<file path="src/design/ppfc_pkg.sv">
// Shared types, constants and component packing helpers for the pixel format converter.
`default_nettype none

package ppfc_pkg;

  // Field and datapath widths
  localparam int unsigned WORD_W  = 64;
  localparam int unsigned COMP_W  = 16;
  localparam int unsigned SUM_W   = 18;  // r+g+b, also holds 3*max
  localparam int unsigned PROD_W  = 34;  // sum * alpha
  localparam int unsigned CPROD_W = 32;  // colour * alpha

  // Component width codes
  localparam logic [2:0] WCODE_1  = 3'd0;
  localparam logic [2:0] WCODE_2  = 3'd1;
  localparam logic [2:0] WCODE_4  = 3'd2;
  localparam logic [2:0] WCODE_8  = 3'd3;
  localparam logic [2:0] WCODE_16 = 3'd4;

  // Register indexes (byte address bit 2)
  localparam logic REG_WIDTH_CODE = 1'b0;
  localparam logic REG_LAYOUT     = 1'b1;

  typedef enum logic [1:0] {
    LAYOUT_GRAY       = 2'd0,
    LAYOUT_GRAY_ALPHA = 2'd1,
    LAYOUT_RGB        = 2'd2,
    LAYOUT_RGBA       = 2'd3
  } layout_t;

  typedef enum logic {
    MODE_READ  = 1'b0,
    MODE_WRITE = 1'b1
  } mode_t;

  // Fields that ride alongside the divider pipeline
  typedef struct packed {
    mode_t               mode;
    layout_t             req;
    logic [WORD_W-1:0]   word;
    logic [COMP_W-1:0]   alpha_val;
  } side_t;

  // One classified beat held in the queue
  typedef struct packed {
    side_t               side;
    logic [PROD_W-1:0]   prod_gray;
    logic [CPROD_W-1:0]  prod_red;
    logic [CPROD_W-1:0]  prod_green;
    logic [CPROD_W-1:0]  prod_blue;
  } job_t;

  // Component maximum 2^W-1; codes above four mean 16 bits
  function automatic logic [COMP_W-1:0] comp_max(input logic [2:0] code);
    logic [COMP_W-1:0] m;
    case (code)
      WCODE_1: m = 16'h0001;
      WCODE_2: m = 16'h0003;
      WCODE_4: m = 16'h000F;
      WCODE_8: m = 16'h00FF;
      default: m = 16'hFFFF;
    endcase
    return m;
  endfunction

  // Bit offset of component idx
  function automatic logic [5:0] comp_shift(input logic [2:0] code, input logic [1:0] idx);
    logic [5:0] s;
    case (code)
      WCODE_1: s = {4'b0, idx};
      WCODE_2: s = {3'b0, idx, 1'b0};
      WCODE_4: s = {2'b0, idx, 2'b0};
      WCODE_8: s = {1'b0, idx, 3'b0};
      default: s = {idx, 4'b0};
    endcase
    return s;
  endfunction

  function automatic logic [COMP_W-1:0] get_comp(input logic [WORD_W-1:0] word,
                                                 input logic [2:0] code,
                                                 input logic [1:0] idx);
    logic [WORD_W-1:0] sh;
    sh = word >> comp_shift(code, idx);
    return sh[COMP_W-1:0] & comp_max(code);
  endfunction

  // Replace component idx, keeping every other bit
  function automatic logic [WORD_W-1:0] put_comp(input logic [WORD_W-1:0] word,
                                                 input logic [2:0] code,
                                                 input logic [1:0] idx,
                                                 input logic [COMP_W-1:0] v);
    logic [WORD_W-1:0] mask;
    logic [5:0]        s;
    s    = comp_shift(code, idx);
    mask = {{(WORD_W-COMP_W){1'b0}}, comp_max(code)} << s;
    return (word & ~mask) | (({{(WORD_W-COMP_W){1'b0}}, v} << s) & mask);
  endfunction

endpackage

`default_nettype wire

</file>
<file path="src/design/ppfc_queue.sv">
// Short FIFO between the front end and the divider back end.
`default_nettype none

module ppfc_queue #(
  parameter int unsigned DEPTH = 4
) (
  input  wire logic           clk,
  input  wire logic           rst,
  input  wire logic           push,
  input  wire ppfc_pkg::job_t wr_job,
  input  wire logic           pop,
  output ppfc_pkg::job_t      head,
  output logic                not_empty,
  output logic                full
);
  import ppfc_pkg::*;

  localparam int unsigned PTR_W = (DEPTH > 1) ? $clog2(DEPTH) : 1;
  localparam int unsigned CNT_W = $clog2(DEPTH + 1);
  localparam logic [PTR_W-1:0] LAST = PTR_W'(DEPTH - 1);

  job_t             entries [DEPTH];
  logic [PTR_W-1:0] wr_ptr, rd_ptr;
  logic [CNT_W-1:0] count;

  assign not_empty = (count != '0);
  assign full      = (count == CNT_W'(DEPTH));
  assign head      = entries[rd_ptr];

  // Storage
  always_ff @(posedge clk) begin
    if (push) begin
      entries[wr_ptr] <= wr_job;
    end
  end

  // Pointers and fill count
  always_ff @(posedge clk) begin
    if (rst) begin
      wr_ptr <= '0;
      rd_ptr <= '0;
      count  <= '0;
    end else begin
      if (push) begin
        wr_ptr <= (wr_ptr == LAST) ? '0 : wr_ptr + 1'b1;
      end
      if (pop) begin
        rd_ptr <= (rd_ptr == LAST) ? '0 : rd_ptr + 1'b1;
      end
      if (push && !pop) begin
        count <= count + 1'b1;
      end else if (pop && !push) begin
        count <= count - 1'b1;
      end
    end
  end

endmodule

`default_nettype wire

</file>
<file path="config.mk">
export PLATFORM = sky130hd
export DESIGN_NAME = ppfc_queue
export DESIGN_NICKNAME = d
export VERILOG_FILES = /design/src/design/ppfc_pkg.sv /design/src/design/ppfc_queue.sv
export SDC_FILE = /design/constraint.sdc
export NUM_CORES = 1
export LEC_CHECK = 0
export BUFFER_PORTS_ARGS = -buffer_cell sky130_fd_sc_hd__buf_2
export CAP_MARGIN = 20
export CORE_MARGIN = 3
export CORE_UTILIZATION = 35
export CTS_BUF_LIST = sky130_fd_sc_hd__clkbuf_8
export CTS_CLUSTER_SIZE = 30
export DETAILED_ROUTE_END_ITERATION = 10
export GPL_ROUTABILITY_DRIVEN = 0
export PLACE_DENSITY = 0.54
export SLEW_MARGIN = 40
export SYNTH_ARGS = -nofsm -noshare
export SYNTH_HDL_FRONTEND = slang
export SYNTH_SLANG_ARGS = --single-unit
</file>
<file path="constraint.sdc">
create_clock -name clk -period 9.5 [get_ports clk]
set_input_delay 1.9 -clock clk [delete_from_list [all_inputs] [get_ports clk]]
set_output_delay 1.9 -clock clk [all_outputs]
set_load 0.01 [all_outputs]
</file>
==> metrics.cfg <==
[place]
numPortBuffers = 431
dpl-instance-area_sq_um = 34700
dp.cells = 2713
dp_hpwl_microns = 38200

[yosys]
ys_warn_count = 0
ys_ff_latch = 861
ys_seq_area_share_pct = 82.6
synth.avg_cell_area_sq_um = 27.0
netlist_area_sq_um = 31200
synthCells = 1157
yosysTopAreaCellShare_pct = 82.0
syn-num-nets = 1381
ys_top_cells_by_area = edfxtp_1 82%, mux4_2 15%, buf_6 0.72%
synth_cell_types = 17
synth_area_leader_cell = edfxtp_1

[global_routing]
grt_usage_pct = 13.9
grt_max_degree = 120
grt.overflow.total = 0
grt_use_met1_pct = 16.7
grt_pass1_vias = 15400
busiest_layer = met2
antenna_found_initial = 17
grt_util_met3_pct = 6.10
grt_pass1_wl_microns = 97000
use_met2_pct = 22.1

[routing]
drtIter0Drc = 863
drcViolationCount = 0
wire_per_inst_microns = 21.6
vias = 14100
ant_nets = 0
viasPerCell = 4.73
dr.pass1.iters = 4
routed_wl_microns = 64200

[setup_path]
critPathArrivalTime_ns = 3.19
crit_path_start_kind = register
endpoint_kind = output port
r2r_setup_slack_ns = 6.37
r2r-end = entries[2][56]$_DFFE_PP_
critPathMaxFanout = 57
r2r-start = wr_ptr[0]$_SDFFE_PP0P_
critical_path_class = reg -> out
worstPathRequired_ns = 7.60
rr_worst_depth = 5
crit_path_end = head[143]

[timing]
min_period_ns = 5.09
finalCritPeriodShare_pct = 53.6
grt_setup_unrepaired = no
fmax_ghz = 0.196
clock_skew_ns = 0.0346
slew_headroom_pct = 40.4
holdWs_ns = 0.522
slew_viol_final = 0
finalSetupViolCount = 0
hold_viol = 0
worstMarginPinSlew_ns = 0.894
setup_tns_ns = 0

[clock_network]
htree_levels = 4
holdBufCountCts = 0
cts.sinks = 861
post_cts_resized = 0
cts_setup_buffers = 0
clock-root-buffer = clkbuf_8
clkTransAtPathRegs_ns = 0.05
clk_path_buf_depth = 3
cts_buffers = 144
clock_latency_ns = 0.77
cts_tree = yes

[layout]
final_cell_area_sq_um = 37400
drive_above_1_share_pct = 46.3
area_growth_pct = 19.9
post-route-util_pct = 42.7
stdcell_count = 2977
final_cell_mix = 852 x edfxtp_1, 431 x buf_2, 213 x mux4_2
final_common_cell = edfxtp_1
nNetsFinal = 1930

[pwr]
p_sw_share_pct = 22.8
irDropWorstVdd_uv = 136
switchingPower_mw = 1.83
power.clock.fraction_pct = 36.5
p_leak_nw = 12.5
power_density_nw_per_um2 = 215
pwr-share-comb_pct = 8.7
p_seq_share_pct = 54.8
internal_power_mw = 6.20

[outcome]
status = completed

[floorplanning]
ios = 432
start_util_pct = 35.6
dieWidth_microns = 304
dieArea_sq_um = 92700
core_area_sq_um = 87600
std_cell_rows = 108
die_h_microns = 304

[run]
maxCapViolations = 0

[worst_hold_path]
hold_path.class = reg -> reg

## stage by stage
stage / total power [mW] / worst slack, ns
finish: 8.03 / 4.41
global route: 8.41 / 4.08
CTS: 8.18 / 4.21
detailed placement: 5.20 / 4.72
global placement: 5.18 / 4.76
floorplan: 4.90 / 2.17
## area by class of cell
cell class	count	area, sq um
Antenna cell	13	32.5
Clock buffer	145	2000
Clock inverter	104	573
Fill cell	7621	50200
Inverter	4	15.0
Multi-Input combinational cell	244	5050
Sequential cell	861	25800
Tap cell	1155	1450
Timing Repair Buffer	451	2490
## worst max-delay path: stages, from the launching register on
cell and delay [ns]:
dfxtp_4 0.72, buf_12 0.39, buf_16 0.38, mux4_2 0.58
buf_2 0.17
## power by group through the flow
| stage | combinational [mW] | clock (mW) | sequential (mW) |
|---|---|---|---|
| CTS | 0.719 | 3.05 | 4.40 |
| global route | 0.757 | 3.24 | 4.41 |
| global placement | 0.701 | 0 | 4.48 |
| detailed placement | 0.716 | 0 | 4.48 |
| finish | 0.697 | 2.93 | 4.40 |
| floorplan | 0.401 | 0 | 4.50 |
## logic make-up after synthesis
| logic type | after synthesis | synth area share (%) |
|---|---|---|
| compound gates | 3 | 0.0481 |
| flops | 861 | 82.6 |
| fa+ha+maj | 7 | 0.305 |
| xor+xnor | 2 | 0.0562 |
| buf+inv | 52 | 1.20 |
| mux | 217 | 15.5 |
| simple gates | 15 | 0.253 |
## flip-flops by register name, summed over array words and instances (netlist names), named ones only
name,count
rd_ptr,2
count,3
wr_ptr,2
entries,852
## how the worst min path moves through the flow
stage                           from                    end  slack (ns)  cells past startpoint
6_report       count[2]$_SDFFE_PP0P_  count[2]$_SDFFE_PP0P_        0.52                      2
5_1_grt        count[2]$_SDFFE_PP0P_  count[2]$_SDFFE_PP0P_        0.56                      2
4_1_cts        count[2]$_SDFFE_PP0P_  count[2]$_SDFFE_PP0P_        0.53                      2
3_5_place_dp   count[2]$_SDFFE_PP0P_  count[2]$_SDFFE_PP0P_        0.52                      2
3_3_place_gp   count[2]$_SDFFE_PP0P_  count[2]$_SDFFE_PP0P_        0.48                      2
2_1_floorplan  count[2]$_SDFFE_PP0P_  count[2]$_SDFFE_PP0P_        0.46                      2
## metal layers
layer	wire length, microns	up-vias
met5	81	-
met3	6050	113
li1	-	6180
met1	25000	7347
met4	1310	12
met2	31700	440
## cells in the mapped netlist
| cell | number |
|---|---|
| a21oi_1 | 2 |
| and2_1 | 4 |
| buf_2 | 23 |
| buf_6 | 20 |
| clkbuf_1 | 5 |
| dfxtp_1 | 9 |
| edfxtp_1 | 852 |
| fa_1 | 1 |
| ha_1 | 6 |
| inv_1 | 4 |
| mux2i_1 | 4 |
| mux4_2 | 213 |
| nor2_1 | 7 |
| nor3b_1 | 2 |
| o21ai_0 | 1 |
| or3_1 | 2 |
| xor2_1 | 2 |
No activity file was read; power rests on OpenSTA's default activity.
