--- config.mk ---
export PLATFORM = sky130hd
export DESIGN_NAME = ppfc_front
export DESIGN_NICKNAME = d
export VERILOG_FILES = /design/src/design/ppfc_pkg.sv /design/src/design/ppfc_front.sv
export SDC_FILE = /design/constraint.sdc
export NUM_CORES = 2
export LEC_CHECK = 0
export BUFFER_PORTS_ARGS = -buffer_cell sky130_fd_sc_hd__buf_4
export CAP_MARGIN = 30
export CORE_MARGIN = 4
export CORE_UTILIZATION = 45
export DETAILED_ROUTE_END_ITERATION = 8
export SLEW_MARGIN = 10
export SYNTH_ARGS = -nofsm -noshare
export SYNTH_HDL_FRONTEND = slang
export SYNTH_SLANG_ARGS = --single-unit
--- constraint.sdc ---
create_clock -name vclk -period 16
set_input_delay 1.6 -clock vclk [all_inputs]
set_output_delay 1.6 -clock vclk [all_outputs]
set_load 0.02 [all_outputs]
--- src/design/ppfc_pkg.sv ---
// Shared types, constants and component packing helpers for the pixel format converter.
`default_nettype none

package ppfc_pkg;

  // Field and datapath widths
  localparam int unsigned WORD_W  = 64;
  localparam int unsigned COMP_W  = 16;
  localparam int unsigned SUM_W   = 18;  // r+g+b, also holds 3*max
  localparam int unsigned PROD_W  = 34;  // sum * alpha
  localparam int unsigned CPROD_W = 32;  // colour * alpha

  // Component width codes
  localparam logic [2:0] WCODE_1  = 3'd0;
  localparam logic [2:0] WCODE_2  = 3'd1;
  localparam logic [2:0] WCODE_4  = 3'd2;
  localparam logic [2:0] WCODE_8  = 3'd3;
  localparam logic [2:0] WCODE_16 = 3'd4;

  // Register indexes (byte address bit 2)
  localparam logic REG_WIDTH_CODE = 1'b0;
  localparam logic REG_LAYOUT     = 1'b1;

  typedef enum logic [1:0] {
    LAYOUT_GRAY       = 2'd0,
    LAYOUT_GRAY_ALPHA = 2'd1,
    LAYOUT_RGB        = 2'd2,
    LAYOUT_RGBA       = 2'd3
  } layout_t;

  typedef enum logic {
    MODE_READ  = 1'b0,
    MODE_WRITE = 1'b1
  } mode_t;

  // Fields that ride alongside the divider pipeline
  typedef struct packed {
    mode_t               mode;
    layout_t             req;
    logic [WORD_W-1:0]   word;
    logic [COMP_W-1:0]   alpha_val;
  } side_t;

  // One classified beat held in the queue
  typedef struct packed {
    side_t               side;
    logic [PROD_W-1:0]   prod_gray;
    logic [CPROD_W-1:0]  prod_red;
    logic [CPROD_W-1:0]  prod_green;
    logic [CPROD_W-1:0]  prod_blue;
  } job_t;

  // Component maximum 2^W-1; codes above four mean 16 bits
  function automatic logic [COMP_W-1:0] comp_max(input logic [2:0] code);
    logic [COMP_W-1:0] m;
    case (code)
      WCODE_1: m = 16'h0001;
      WCODE_2: m = 16'h0003;
      WCODE_4: m = 16'h000F;
      WCODE_8: m = 16'h00FF;
      default: m = 16'hFFFF;
    endcase
    return m;
  endfunction

  // Bit offset of component idx
  function automatic logic [5:0] comp_shift(input logic [2:0] code, input logic [1:0] idx);
    logic [5:0] s;
    case (code)
      WCODE_1: s = {4'b0, idx};
      WCODE_2: s = {3'b0, idx, 1'b0};
      WCODE_4: s = {2'b0, idx, 2'b0};
      WCODE_8: s = {1'b0, idx, 3'b0};
      default: s = {idx, 4'b0};
    endcase
    return s;
  endfunction

  function automatic logic [COMP_W-1:0] get_comp(input logic [WORD_W-1:0] word,
                                                 input logic [2:0] code,
                                                 input logic [1:0] idx);
    logic [WORD_W-1:0] sh;
    sh = word >> comp_shift(code, idx);
    return sh[COMP_W-1:0] & comp_max(code);
  endfunction

  // Replace component idx, keeping every other bit
  function automatic logic [WORD_W-1:0] put_comp(input logic [WORD_W-1:0] word,
                                                 input logic [2:0] code,
                                                 input logic [1:0] idx,
                                                 input logic [COMP_W-1:0] v);
    logic [WORD_W-1:0] mask;
    logic [5:0]        s;
    s    = comp_shift(code, idx);
    mask = {{(WORD_W-COMP_W){1'b0}}, comp_max(code)} << s;
    return (word & ~mask) | (({{(WORD_W-COMP_W){1'b0}}, v} << s) & mask);
  endfunction

endpackage

`default_nettype wire

--- src/design/ppfc_front.sv ---
// Front end: unpacks or gathers components, picks alpha factors and forms the products.
`default_nettype none

module ppfc_front (
  input  wire logic [2:0]                width_code,
  input  wire logic [1:0]                stored_layout,
  input  wire logic                      mode,
  input  wire logic [1:0]                request_layout,
  input  wire logic [ppfc_pkg::WORD_W-1:0] pixel_word,
  input  wire logic [ppfc_pkg::COMP_W-1:0] red,
  input  wire logic [ppfc_pkg::COMP_W-1:0] green,
  input  wire logic [ppfc_pkg::COMP_W-1:0] blue,
  input  wire logic [ppfc_pkg::COMP_W-1:0] alpha,
  output ppfc_pkg::job_t                 job
);
  import ppfc_pkg::*;

  logic [COMP_W-1:0] mx;
  logic [COMP_W-1:0] r, g, b, a_mul, a_out;
  logic [COMP_W-1:0] a_gray, a_col;
  logic              has_a, fold_gray, fold_col;
  logic [SUM_W-1:0]  sum;

  // Classify the beat and select operands
  always_comb begin
    mx = comp_max(width_code);
    if (mode_t'(mode) == MODE_READ) begin
      has_a = stored_layout[0];
      if (stored_layout[1] == 1'b0) begin
        r     = get_comp(pixel_word, width_code, 2'd0);
        g     = r;
        b     = r;
        a_mul = has_a ? get_comp(pixel_word, width_code, 2'd1) : mx;
      end else begin
        r     = get_comp(pixel_word, width_code, 2'd0);
        g     = get_comp(pixel_word, width_code, 2'd1);
        b     = get_comp(pixel_word, width_code, 2'd2);
        a_mul = has_a ? get_comp(pixel_word, width_code, 2'd3) : mx;
      end
      a_out     = a_mul;
      fold_gray = has_a && (layout_t'(request_layout) == LAYOUT_GRAY);
      fold_col  = has_a && (layout_t'(request_layout) == LAYOUT_RGB);
    end else begin
      has_a = request_layout[0];
      if (request_layout[1] == 1'b0) begin
        r = red;
        g = red;
        b = red;
      end else begin
        r = red;
        g = green;
        b = blue;
      end
      a_mul     = alpha & mx;
      a_out     = has_a ? alpha : mx;
      fold_gray = has_a && (layout_t'(stored_layout) == LAYOUT_GRAY);
      fold_col  = has_a && (layout_t'(stored_layout) == LAYOUT_RGB);
    end
    // Factor max leaves the value as is once divided by max
    a_gray = fold_gray ? a_mul : mx;
    a_col  = fold_col  ? a_mul : mx;
    sum    = SUM_W'(r) + SUM_W'(g) + SUM_W'(b);
  end

  // Products; the divide by max (or 3*max) happens in the back end
  always_comb begin
    job.side.mode      = mode_t'(mode);
    job.side.req       = layout_t'(request_layout);
    job.side.word      = pixel_word;
    job.side.alpha_val = a_out;
    job.prod_gray      = PROD_W'(sum) * PROD_W'(a_gray);
    job.prod_red       = CPROD_W'(r) * CPROD_W'(a_col);
    job.prod_green     = CPROD_W'(g) * CPROD_W'(a_col);
    job.prod_blue      = CPROD_W'(b) * CPROD_W'(a_col);
  end

endmodule

`default_nettype wire

==> impl_metrics.toml <==
[timing]
finalSetupTns_ns = 0
worst_pin_slew_ns = 1.15
hold_viol = 0
maxSlewViolCount = 0
min_period_over_period_pct = 88.4
rsz0062_at_grt = "no"
fmax_mhz = 70.7
period_minus_slack_ns = 14.14
setup_violations = 0
hold_ws_ns = 3.45
maxSlewHeadroom_pct = 23.4

[synth]
syn-num-nets = 6197
yosys.area.top_type_share_pct = 42.2
yosysMostFrequentCell = "inv_1"
ys_types = 85
synth_area_leader_cell = "fa_1"
synth.avg_cell_area_um2 = 8.11
postSynthCellCount = 4807
ys_top_cells_by_area = "fa_1 (42%), ha_1 (14%), inv_1 (9.7%), nand2_1 (7.5%), nor2_1 (4.1%)"
ys_seq_area_share_pct = 0
yosys_warnings = 0
synthTopCellsByCount = "inv_1 (1,005), fa_1 (821), nand2_1 (781), ha_1 (433), nor2_1 (422)"
synth_area_um2 = 39000

[placement]
numPortBuffers = 349
dpl.cell_count = 6104
globalplace.congestion = 0.989
place.detailed.hpwl_mm = 116

[layout]
area_delta_synth_final_pct = 8.75
nets = 6357
fillCellCount = 8552
utilization_pct = 49.5
seq_cells = 0
stdcell_count = 6115
area.sequential_um2 = 0
nClkBuffers = 0
multi_input_area_um2 = 33800
drive_gt1_share_pct = 10.2

[routing]
viasPerCell = 5.53
wirelength_mm = 136
antenna_left = 0
drtPass1Iterations = 6
route.detailed.drc = 0
avgRoutedWirePerCell_um = 22.3
vias = 33800
drt_iter0_drc = 2887

[grt]
grt_pass1_wl_mm = 209
grt_pass1_vias = 34200
antenna_found_initial = 7
grt-ovfl-total = 0
grtUsageTotal_pct = 30.1
grt_max_degree = 73

[worst_setup_path]
cp.arrival_ns = 12.54
cp.required_ns = 14.40
endpoint_kind = "output pin"
startpoint_type = "input port"
crit_type = "input port to output pin"
critPathMaxFanout = 46
cp_slowest_stage_delay_ns = 0.61
cp-endpoint = "job[128]"
cpMostUsedCell = "fa_1"
slowest_stage = "fa_1"
timing.critical_path.from = "width_code[2]"

[die]
coreArea_um2 = 85500
die_area_um2 = 91400
die_h_um = 302
pin_count = 349
fp.dieW_um = 302
num_rows = 107
initial_utilization_pct = 45.6

[outcome]
status = "finished clean"

[clocking]
post_cts_buffers = 0
cts_resized = 0
postCtsHoldBufs = 0

[flow_run]
timing.max_cap.violations = 0

[hold_path]
hp-class = "input port to output pin"
==> through the flow <==
step / worst slack (ns) / area, um2
final: 1.86 / 42400
after global routing: 1.13 / 42400
after CTS: 2.00 / 42300
after detailed placement: 2.01 / 42300
after global placement: 2.26 / 42300
after floorplan: 3.18 / 39000
==> how the worst min path moves through the flow <==
stage	from	end	slack, ns	depth (start not counted)
global route	pixel_word[38]	job[184]	3.45	2
global placement	pixel_word[38]	job[184]	3.44	2
finish	pixel_word[38]	job[184]	3.45	2
floorplan	pixel_word[0]	job[146]	3.31	1
detailed placement	pixel_word[38]	job[184]	3.44	2
CTS	pixel_word[38]	job[184]	3.44	2
==> cells in the final DEF, fill, tap and decap left out, types with 13 or more instances in the layout <==
| cell | instances |
|---|---|
| inv_1 | 1005 |
| xnor2_1 | 80 |
| nor3_1 | 48 |
| o21bai_1 | 19 |
| nand3_1 | 60 |
| a22o_1 | 18 |
| a21oi_1 | 166 |
| a31oi_1 | 14 |
| nand2b_1 | 34 |
| or3_1 | 13 |
| ha_1 | 433 |
| o22ai_1 | 19 |
| nand2_1 | 781 |
| and2_1 | 51 |
| xor2_1 | 40 |
| or2_2 | 13 |
| o21a_1 | 27 |
| and3_1 | 23 |
| a21o_1 | 52 |
| mux2i_1 | 35 |
| buf_4 | 432 |
| o211ai_1 | 17 |
| nor2_1 | 422 |
| fa_1 | 821 |
| nor2b_1 | 46 |
| a211oi_1 | 22 |
| o21ai_0 | 86 |
==> final cells by class <==
class                           count  share of cell area (%)
Antenna cell                        6                  0.0354
Tap cell                         1144                    3.38
Inverter                         1012                    8.96
Timing Repair Buffer              439                    7.84
Multi-Input combinational cell   3514                    79.8
==> per-layer routing <==
metal	part of all wire, %	wire length [um]	track usage, %	up-vias
li1	-	-	-	15000
met1	39	53300	39.9	16700
met2	43	59100	46.6	1789
met3	12	16600	8.62	298
met4	5.3	7210	11.9	2
met5	0.0066	9	0	-
==> kinds of logic after synthesis <==
kind of cell / synth area share (%)
AND/OR/NAND/NOR: 16.6
buffers and inverters: 13.4
adder cells (fa/ha/maj): 56.1
AO/OA/AOI/OAI: 9.53
XOR/XNOR: 2.70
multiplexers: 1.68
==> worst max-delay path, delay by kind of cell <==
family                     cells  cell delay [ns]
xor gates and xnor gates       1             0.17
adders and majority gates     10             4.68
buffers and inverters          7             1.22
muxes                          2             0.63
AOI/OAI and AO/OA             10             2.48
and+or+nand+nor                7             1.72
Power is left out: the tool's default activity adds up to more than one toggle a clock period on the data nets, which glitch-free logic cannot reach.
